$ cat src/rtl/segment_ellipse_fence_macros.svh
// assertion macros for the segment ellipse fence
// used by the top level only
`ifndef SEGMENT_ELLIPSE_FENCE_MACROS_SVH
`define SEGMENT_ELLIPSE_FENCE_MACROS_SVH
`ifndef SYNTHESIS
`define SEF_ASSERT(lbl, clk, rstn, prop) \
  lbl: assert property (@(posedge clk) disable iff (!rstn) (prop)) else $error("sef check");
`define SEF_ASSERT_NEXT(lbl, clk, rstn, pre, post) \
  lbl: assert property (@(posedge clk) disable iff (!rstn) (pre) |=> (post)) else $error("sef check");
`else
`define SEF_ASSERT(lbl, clk, rstn, prop)
`define SEF_ASSERT_NEXT(lbl, clk, rstn, pre, post)
`endif
`endif

$ cat src/rtl/sef_pkg.sv
// types and constants for the segment ellipse fence
// no dependencies
package sef_pkg;
  localparam int CoordW = 24;
  localparam int CordicSteps = 24;
  localparam logic [29:0] InvGain = 30'd652032874;
  localparam logic [15:0] RadiusReset = 16'd256;
  localparam logic [11:0] RatioReset = 12'd512;
  localparam logic [1:0] RegRadius = 2'd0;
  localparam logic [1:0] RegRatio = 2'd1;

  typedef struct packed {
    logic signed [CoordW-1:0] start_x;
    logic signed [CoordW-1:0] start_y;
    logic signed [CoordW-1:0] end_x;
    logic signed [CoordW-1:0] end_y;
  } sef_in_t;

  typedef struct packed {
    logic signed [CoordW-1:0] centre_x;
    logic signed [CoordW-1:0] centre_y;
    logic [CoordW-1:0] semi_major;
    logic [23:0] semi_minor;
    logic signed [15:0] angle;
    logic last;
    logic capped;
  } sef_out_t;

  // datapath operations chosen by the controller
  typedef enum logic [3:0] {
    OpNone, OpLoad, OpNorm, OpCordic, OpLen, OpCountInit, OpCountStep,
    OpMajInit, OpMajStep, OpOffInit, OpOffStep, OpEmit
  } sef_op_e;

  typedef struct packed {
    sef_op_e op;
    logic    first;
  } sef_cmd_t;

  typedef struct packed {
    logic norm_done;
    logic div_done;
    logic step_done;
    logic last_item;
  } sef_stat_t;

  function automatic logic [31:0] arc(input logic [4:0] i);
    unique case (i)
      5'd0: arc = 32'd536870912;  5'd1: arc = 32'd316933406;
      5'd2: arc = 32'd167458907;  5'd3: arc = 32'd85004756;
      5'd4: arc = 32'd42667331;   5'd5: arc = 32'd21354465;
      5'd6: arc = 32'd10679838;   5'd7: arc = 32'd5340245;
      5'd8: arc = 32'd2670163;    5'd9: arc = 32'd1335087;
      5'd10: arc = 32'd667544;    5'd11: arc = 32'd333772;
      5'd12: arc = 32'd166886;    5'd13: arc = 32'd83443;
      5'd14: arc = 32'd41722;     5'd15: arc = 32'd20861;
      5'd16: arc = 32'd10430;     5'd17: arc = 32'd5215;
      5'd18: arc = 32'd2608;      5'd19: arc = 32'd1304;
      5'd20: arc = 32'd652;       5'd21: arc = 32'd326;
      5'd22: arc = 32'd163;       5'd23: arc = 32'd81;
      default: arc = 32'd0;
    endcase
  endfunction
endpackage

$ cat src/rtl/sef_ctrl.sv
// controller state machine for the segment ellipse fence
// depends on sef_pkg
module sef_ctrl import sef_pkg::*; (
  input  logic      clk_i,
  input  logic      rst_ni,
  input  logic      in_valid_i,
  output logic      in_ready_o,
  input  logic      out_ready_i,
  output logic      out_valid_o,
  input  sef_stat_t stat_i,
  output sef_cmd_t  cmd_o
);
  typedef enum logic [10:0] {
    SIdle   = 11'b00000000001,
    SNorm   = 11'b00000000010,
    SCordic = 11'b00000000100,
    SLen    = 11'b00000001000,
    SCntI   = 11'b00000010000,
    SCnt    = 11'b00000100000,
    SMajI   = 11'b00001000000,
    SMaj    = 11'b00010000000,
    SOffI   = 11'b00100000000,
    SOff    = 11'b01000000000,
    SOut    = 11'b10000000000
  } state_e;

  state_e state_q, state_d;
  logic first_q, first_d;
  logic [4:0] cnt_q, cnt_d;

  assign in_ready_o  = (state_q == SIdle);
  assign out_valid_o = (state_q == SOut);

  always_comb begin
    state_d = state_q;
    first_d = first_q;
    cnt_d = cnt_q;
    cmd_o.op = OpNone;
    cmd_o.first = first_q;
    unique case (state_q)
      SIdle: begin
        if (in_valid_i) begin
          cmd_o.op = OpLoad;
          state_d = SNorm;
        end
      end
      SNorm: begin
        cmd_o.op = OpNorm;
        cnt_d = '0;
        if (stat_i.norm_done) state_d = SCordic;
      end
      SCordic: begin
        cmd_o.op = OpCordic;
        cnt_d = cnt_q + 5'd1;
        if (cnt_q == 5'(CordicSteps - 1)) state_d = SLen;
      end
      SLen: begin
        cmd_o.op = OpLen;
        state_d = SCntI;
      end
      SCntI: begin
        cmd_o.op = OpCountInit;
        state_d = SCnt;
      end
      SCnt: begin
        cmd_o.op = OpCountStep;
        if (stat_i.div_done) state_d = SMajI;
      end
      SMajI: begin
        cmd_o.op = OpMajInit;
        state_d = SMaj;
      end
      SMaj: begin
        cmd_o.op = OpMajStep;
        if (stat_i.div_done) begin
          first_d = 1'b1;
          state_d = SOut;
        end
      end
      SOffI: begin
        cmd_o.op = OpOffInit;
        state_d = SOff;
      end
      SOff: begin
        cmd_o.op = OpOffStep;
        if (stat_i.step_done) state_d = SOut;
      end
      SOut: begin
        if (out_ready_i) begin
          cmd_o.op = OpEmit;
          first_d = 1'b0;
          if (stat_i.last_item) state_d = SIdle;
          else state_d = SOffI;
        end
      end
      default: state_d = SIdle;
    endcase
  end

  always_ff @(posedge clk_i or negedge rst_ni) begin
    if (!rst_ni) begin
      state_q <= SIdle;
      first_q <= 1'b0;
      cnt_q <= '0;
    end else begin
      state_q <= state_d;
      first_q <= first_d;
      cnt_q <= cnt_d;
    end
  end
endmodule

$ cat config.mk
export PLATFORM = sky130hd
export DESIGN_NAME = sef_ctrl
export DESIGN_NICKNAME = d
export VERILOG_FILES = /design/src/rtl/segment_ellipse_fence_macros.svh /design/src/rtl/sef_pkg.sv /design/src/rtl/sef_ctrl.sv
export SDC_FILE = /design/constraint.sdc
export NUM_CORES = 1
export LEC_CHECK = 0
export BUFFER_PORTS_ARGS = -buffer_cell sky130_fd_sc_hd__buf_4
export CAP_MARGIN = 5
export CORE_MARGIN = 1
export CORE_UTILIZATION = 56
export DETAILED_ROUTE_END_ITERATION = 10
export GPL_TIMING_DRIVEN = 0
export PLACE_DENSITY_LB_ADDON = 0.05
export SLEW_MARGIN = 20
export SYNTH_ARGS = -nofsm -noshare
export SYNTH_HDL_FRONTEND = slang
export SYNTH_SLANG_ARGS = --single-unit
$ cat constraint.sdc
create_clock -name clk_i -period 2.8 [get_ports clk_i]
set_input_delay 0.28 -clock clk_i [delete_from_list [all_inputs] [get_ports clk_i]]
set_output_delay 0.28 -clock clk_i [all_outputs]
set_load 0.02 [all_outputs]
==> summary.md, run 1 <==
| Metric | Value |
|---|---|
| Run status | `finished clean` |
| Setup TNS | `0 ns` |
| Slowest library cell on the worst path | `nor4_4` |
| Main synth FF type | `dfrtp_1` |
| Worst endpoint required time | `2.52 ns` |
| DP Area | `1330 um^2` |
| Switching share of total power | `44.2%` |
| Crit path launch type | `flip-flop` |
| Core area | `1980 um^2` |
| Fmax | `0.395 GHz` |
| Critical path cell sequence | `buf_4 > nor4_4 > nand2_4 > or3_2 > nand3_1 > buf_4` |
| Tmin final | `2.53 ns` |
| Fillcell total | `165` |
| Relative slew slack | `42.3%` |
| R2R Setup Slk | `0.61 ns` |
| Met3 wire len | `120 um` |
| Combinational share of power | `53.9%` |
| Hold Crit Start | `stat_i[0]` |
| Vias | `1067` |
| Max_cap viols | `0` |
| Crit path top cell by count | `buf_4` |
| Most frequent cells in the layout | `buf_4, dfrtp_1, nand2_1` |
| #FFs+latches synth | `17` |
| Postcts setup bufs | `0` |
| Syn avg cell area | `9.00 um^2` |
| Power Dens Cells | `738 nW/um^2` |
| Yosys warns | `0` |
| Non-Filler Cell Area, Final | `1370 um^2` |
| Hold Fails Final Rpt | `0` |
| Seq/Total Area, Yosys | `35.9%` |
| Worst R2R End | `state_q[0]$_DFFE_PN1P_` |
| Worst EP arrival | `2.25 ns` |
| Switching power | `0.000446 W` |
| # rows | `16` |
| CTS Buf Count | `3` |
| Detailed router's first-iteration violation count | `21` |
| CP top delay family | `simple AND/OR/NAND/NOR gates` |
| # port buffers | `14` |
| Seq. cell area | `427 um^2` |
| # clock sinks | `17` |
| Final core occ | `69.0%` |
| Placer congestion estimate | `0.911` |
| Post-synth net total | `141` |
| Setup CP Type | `flip-flop to primary output` |
| CTS clock-pin slew for the worst setup and hold paths | `0.10 ns` |
| Initial antenna violation count | `0` |
| Worst Hold Class | `input port to flip-flop` |
| Antenna diode count | `0` |
| DIE HEIGHT | `48.0 um` |
| Crit-path max cell delay | `0.54 ns` |
| Crit. End Element | `primary output` |
| Post-route ant nets | `0` |
| Top routing layer in use | `met4` |
| CTS tree | `done` |
| I/O Pins | `15` |
| Buf+Inv Stages, Crit Path | `2` |
| H-Tree Depth | `1` |
| Final period util | `90.4%` |
| Area delta synth->final | `15.2%` |
| Drt drc | `0` |
| Top-area cell type share of the netlist area | `33.7%` |
| Pins Over Slew Limit | `0` |
| Cells after Synth | `132` |
| Final WL | `2620 um` |
| WL per Instance | `14.7 um` |
| Synth area leaders | `dfrtp_1, xor2_1, o21ai_0` |
| Peak supply drop | `0.554 mV` |
| Ys async rst share | `100%` |
| Area of the multi-input gates | `699 um^2` |
| Worst path depth | `6` |
| Post-synthesis cell type count | `45` |
| # setup viols final | `0` |
| Mapped Area | `1190 um^2` |
| CTS Root Cell | `clkbuf_4` |
| WL met2 | `1230 um` |
| Hold-critical path depth | `2` |
| First-pass GRT wire length | `4000 um` |
| Clock group share of total power | `13.1%` |
| Share of cells above drive strength 1 | `24.5%` |
| Hold Path End | `state_q[8]$_DFFE_PN0P_` |
| Vias in the first global route | `877` |
| Largest net degree at the start of global routing | `18` |
| Total gr overflow | `0` |
| M1 wire length | `1240 um` |
| Worst-skew pair later-pin latency | `0.29 ns` |
| CTS Buffer Depth | `2` |
| Pint | `0.000563 W` |
| Initial cell density of the core | `59.9%` |
| R2r worst-path depth | `6` |
| GRT Total Usage | `25.4%` |
| Final HPWL DP | `1920 um` |
| Worst-margin pin slew | `0.853 ns` |
| Unrepaired setup endpoints after global routing | `false` |
| Width of the die | `48.0 um` |
| Reg2reg start | `state_q[3]$_DFFE_PN0P_` |
| Total die area | `2310 um^2` |
| DR vias/cell | `5.99` |
| Top cell type by total area after synthesis | `dfrtp_1` |
| Post-synth EDFFs | `0` |
| Flop pwr share | `33.0%` |
| Worst-path fanout max | `9` |
| Leakage | `0.614 nW` |
| Layout Nets | `161` |
| Drt pass-1 iters | `4` |
| Clock skew | `0.00248 ns` |
==> through the flow <==
step                      setup WS [ns]  std cells  total power (W)  hold slack [ns]
after global routing              0.161        178          0.00108            0.130
after global placement            0.449        173         0.000860            0.153
after CTS                        0.0694        178          0.00101            0.137
after floorplan                   0.779        132         0.000727          -0.0156
final                             0.270        178          0.00101            0.146
after detailed placement          0.395        173         0.000873            0.158
==> power groups by stage <==
stage | sequential, W | combinational, W | clock [W]
6_report | 0.000333 | 0.000543 | 0.000133
5_1_grt | 0.000340 | 0.000594 | 0.000150
4_1_cts | 0.000333 | 0.000540 | 0.000137
3_5_place_dp | 0.000338 | 0.000535 | 0
3_3_place_gp | 0.000335 | 0.000526 | 0
2_1_floorplan | 0.000327 | 0.000400 | 0
==> per-layer routing <==
metal | track usage, % | vias to the layer above
li1 | - | 529
met3 | 3.40 | 4
met1 | 36.4 | 513
met4 | 10.0 | 0
met2 | 38.4 | 21
met5 | 0 | -
==> worst max path at each step <==
| stage | startpoint | end | slack, ns |
|---|---|---|---|
| 3_3_place_gp | state_q[10]$_DFFE_PN0P_ | cmd_o[2] | 0.45 |
| 2_1_floorplan | state_q[3]$_DFFE_PN0P_ | state_q[0]$_DFFE_PN1P_ | 0.78 |
| 3_5_place_dp | state_q[10]$_DFFE_PN0P_ | cmd_o[2] | 0.40 |
| 5_1_grt | state_q[3]$_DFFE_PN0P_ | cmd_o[2] | 0.16 |
| 6_report | state_q[3]$_DFFE_PN0P_ | cmd_o[2] | 0.27 |
| 4_1_cts | state_q[10]$_DFFE_PN0P_ | cmd_o[2] | 0.07 |
==> sequential cells by signal, summed over array words and instances, names as in the netlist <==
signal   flops
state_q     11
cnt_q        5
first_q      1
==> area by class of cell <==
| class | instances | area share, % |
|---|---|---|
| Buffer | 9 | 3.75 |
| Clock buffer | 4 | 1.92 |
| Inverter | 4 | 1.10 |
| Multi-Input combinational cell | 102 | 51.1 |
| Sequential cell | 17 | 31.2 |
| Tap cell | 27 | 2.47 |
| Timing Repair Buffer | 15 | 8.42 |
==> timing repair <==
item,4_1_cts,5_1_grt
endpoints found under the setup margin,0,2
resized for setup,0,1
hold endpoints to repair,16,0
hold buffers,1,0
==> logic make-up after synthesis <==
kind of cell,share of synthesized area (%)
xor gates and xnor gates,5.90
adders and majority gates,1.05
AOI/OAI and AO/OA,15.5
DFF,35.9
and+or+nand+nor,33.4
buffers and inverters,5.58
muxes,2.63
==> synth_stat cells (2+ instances only) <==
library cell  count
a21oi_1           2
a31oi_1           2
buf_2             2
buf_4             2
clkbuf_1          3
dfrtp_1          16
inv_1             4
mux2i_1           2
nand2_1          11
nand2b_1          2
nand3_1           7
nand4_1           5
nand4b_1          2
nor2_1           10
nor2b_1           3
nor3_1            6
nor4_1            4
nor4_4            2
nor4b_1           2
o21ai_0          10
o2bb2ai_1         2
o31ai_1           2
or3_2             3
xor2_1            7
Note: power is estimated with default switching activity, not from simulation.
==> run 2, diff against run 1 <==
--- a/config.mk
+++ b/config.mk
@@ -8,7 +8,7 @@
 export BUFFER_PORTS_ARGS = -buffer_cell sky130_fd_sc_hd__buf_4
 export CAP_MARGIN = 5
 export CORE_MARGIN = 1
-export CORE_UTILIZATION = 56
+export CORE_UTILIZATION = 61
 export DETAILED_ROUTE_END_ITERATION = 10
 export GPL_TIMING_DRIVEN = 0
 export PLACE_DENSITY_LB_ADDON = 0.05
==> constraint.sdc (replaced) <==
create_clock -name clk_i -period 3.3 [get_ports clk_i]
set_input_delay 0.33 -clock clk_i [delete_from_list [all_inputs] [get_ports clk_i]]
set_output_delay 0.33 -clock clk_i [all_outputs]
set_load 0.02 [all_outputs]
==> run 2 against run 1 <==
Clock power down 15%. Register-to-register slack gained 0.36 ns. Cell count fell by 1.1%. Highest routed layer unchanged. Critical path depth decreased by 1. Sequential share of layout area rose by 0.14 points.
==> summary.md, run 2 (synthesized netlist as in run 1, its figures left out) <==
| Metric | Value |
|---|---|
| Fmax | `0.352 GHz` |
| I/O Pins | `15 (unchanged)` |
| GRT Total Usage | `29.1% (was 25.4%)` |
| Postcts setup bufs | `0 (unchanged)` |
| Unrepaired setup endpoints after global routing | `false (unchanged)` |
| Detailed router's first-iteration violation count | `33 (was 21)` |
| First-pass GRT wire length | `4340 um (was 4000 um)` |
| Flop pwr share | `32.9% (was 33.0%)` |
| # port buffers | `14 (unchanged)` |
| Vias in the first global route | `970 (was 877)` |
| Hold Fails Final Rpt | `0 (unchanged)` |
| Worst-skew pair later-pin latency | `0.29 ns (about the same)` |
| Vias | `1113 (was 1067)` |
| Post-route ant nets | `0 (unchanged)` |
| CTS Buffer Depth | `2 (unchanged)` |
| CP startpoint | `state_q[10]$_DFFE_PN0P_ (was state_q[3]$_DFFE_PN0P_)` |
| Leakage | `0.616 nW (was 0.614 nW)` |
| Setup TNS | `0 ns (unchanged)` |
| Hold Crit Start | `stat_i[0] (unchanged)` |
| H-Tree Depth | `1 (unchanged)` |
| Placer congestion estimate | `0.848 (was 0.911)` |
| Worst EP arrival | `2.51 ns (was 2.25 ns)` |
| Share of cells above drive strength 1 | `24.5% (unchanged)` |
| Most frequent cells in the layout | `buf_4, dfrtp_1, nand2_1 (unchanged)` |
| Reg2reg start | `state_q[10]$_DFFE_PN0P_ (was state_q[3]$_DFFE_PN0P_)` |
| DR vias/cell | `6.32 (was 5.99)` |
| Total die area | `2130 um^2 (was 2310 um^2)` |
| Drt pass-1 iters | `4 (unchanged)` |
| Max FFs per register | `11 (unchanged)` |
| Total gr overflow | `0 (unchanged)` |
| Combinational share of power | `54.0% (was 53.9%)` |
| WL per Instance | `15.4 um (was 14.7 um)` |
| Width of the die | `46.1 um (was 48.0 um)` |
| Worst Hold Class | `input port to flip-flop (unchanged)` |
| Area delta synth->final | `14.6% (was 15.2%)` |
| Switching share of total power | `44.8% (was 44.2%)` |
| # rows | `15 (was 16)` |
| Worst-margin pin slew | `0.865 ns (was 0.853 ns)` |
| Peak supply drop | `0.307 mV (was 0.554 mV)` |
| Run status | `finished clean (unchanged)` |
| Setup CP Type | `flip-flop to primary output (unchanged)` |
| Worst-path fanout max | `10 (was 9)` |
| Tmin final | `2.84 ns` |
| Pint | `0.000475 W (was 0.000563 W)` |
| Largest net degree at the start of global routing | `18 (unchanged)` |
| Clock group share of total power | `13.1% (about the same)` |
| Pins Over Slew Limit | `0 (unchanged)` |
| # setup viols final | `0 (unchanged)` |
| CTS clock-pin slew for the worst setup and hold paths | `0.10 ns (about the same)` |
| Hold-critical path depth | `2 (unchanged)` |
| Max_cap viols | `0 (unchanged)` |
| Drt drc | `0 (unchanged)` |
| Initial cell density of the core | `66.6% (was 59.9%)` |
| Post-CTS resize count | `0 (unchanged)` |
| Relative slew slack | `41.5% (was 42.3%)` |
| Crit. End Element | `primary output (unchanged)` |
| Core area | `1780 um^2 (was 1980 um^2)` |
| Clock skew | `0.00432 ns (was 0.00248 ns)` |
| Final WL | `2700 um (was 2620 um)` |
| CTS tree | `done (unchanged)` |
| DIE HEIGHT | `46.1 um (was 48.0 um)` |
| CTS Buf Count | `3 (unchanged)` |
| Crit path launch type | `flip-flop (unchanged)` |
| Final HPWL DP | `1990 um (was 1920 um)` |
| Power Dens Cells | `633 nW/um^2 (was 738 nW/um^2)` |
| Hold_buf cts | `1 (unchanged)` |
| Initial antenna violation count | `0 (unchanged)` |
| Final period util | `86.1%` |
| R2r worst-path depth | `6 (unchanged)` |
| Layout Nets | `161 (unchanged)` |
| Worst endpoint required time | `2.97 ns (was 2.52 ns)` |
| Switching power | `0.000386 W (was 0.000446 W)` |
| Antenna diode count | `0 (unchanged)` |
| Hold Slack | `0.199 ns (was 0.146 ns)` |
| Reg with most FFs | `state_q (unchanged)` |
| Top flop regs | `state_q x11, cnt_q x5, first_q x1 (unchanged)` |
| CTS Root Cell | `clkbuf_4 (unchanged)` |
| # clock sinks | `17 (unchanged)` |
run 2: changes by cell type in the layout (fill, tap and decap cells not counted), sizes merged:
cell    delta
clkbuf     -1
clkinv     +1
run 2: worst paths after layout:
| check | endpoint | slack [ns] |
|---|---|---|
| max reg2reg | state_q[0]$_DFFE_PN1P_ | 0.97 |
| max | cmd_o[2] | 0.46 |
| min in group asynchronous | cnt_q[4]$_DFFE_PN0P_ | 0.42 |
| min | state_q[8]$_DFFE_PN0P_ | 0.20 |
| max in group asynchronous | state_q[0]$_DFFE_PN1P_ | 2.62 |
| min reg2reg | cnt_q[1]$_DFFE_PN0P_ | 0.53 |
run 2: power by group through the flow:
stage / combinational [W] / sequential, W / clock, W
2_1_floorplan: 0.000340 / 0.000278 / 0
3_3_place_gp: 0.000446 / 0.000285 / 0
3_5_place_dp: 0.000459 / 0.000288 / 0
4_1_cts: 0.000461 / 0.000283 / 0.000114
5_1_grt: 0.000501 / 0.000288 / 0.000129
6_report: 0.000465 / 0.000283 / 0.000113
run 2: routing by layer:
metal	up-vias	part of all wire, %	global-route usage, %
li1	526	-	-
met1	525	43	40.0
met2	46	46	42.3
met3	16	6.5	5.10
met4	0	4.8	17.6
met5	-	0	0
run 2: per-stage QoR:
step	cell area, um^2	util, %	worst slack [ns]	power [W]	cells
after floorplan	1190	-	1.26	0.000617	132
after global placement	1320	74.2	0.941	0.000732	171
after detailed placement	1320	74.2	0.844	0.000747	171
after CTS	1360	76.4	0.526	0.000858	176
after global routing	1360	76.4	0.270	0.000918	176
final	1360	76.4	0.459	0.000861	176
run 2: layout make-up:
class / count / area, um^2
fill: 131 / 422
inverter: 4 / 15.0
clock inverter: 1 / 5.00
buffer: 9 / 51.3
sequential: 17 / 427
clock buffer: 3 / 22.5
timing repair buffer: 15 / 115
tap: 25 / 31.3
multi-input combinational: 102 / 694
run 2: worst max-delay path: stages, from the launching register on:
cell	delay [ns]
dfrtp_1	0.38
clkbuf_1	0.23
nor3_1	0.76
nand4_1	0.48
nand3_1	0.21
buf_4	0.16
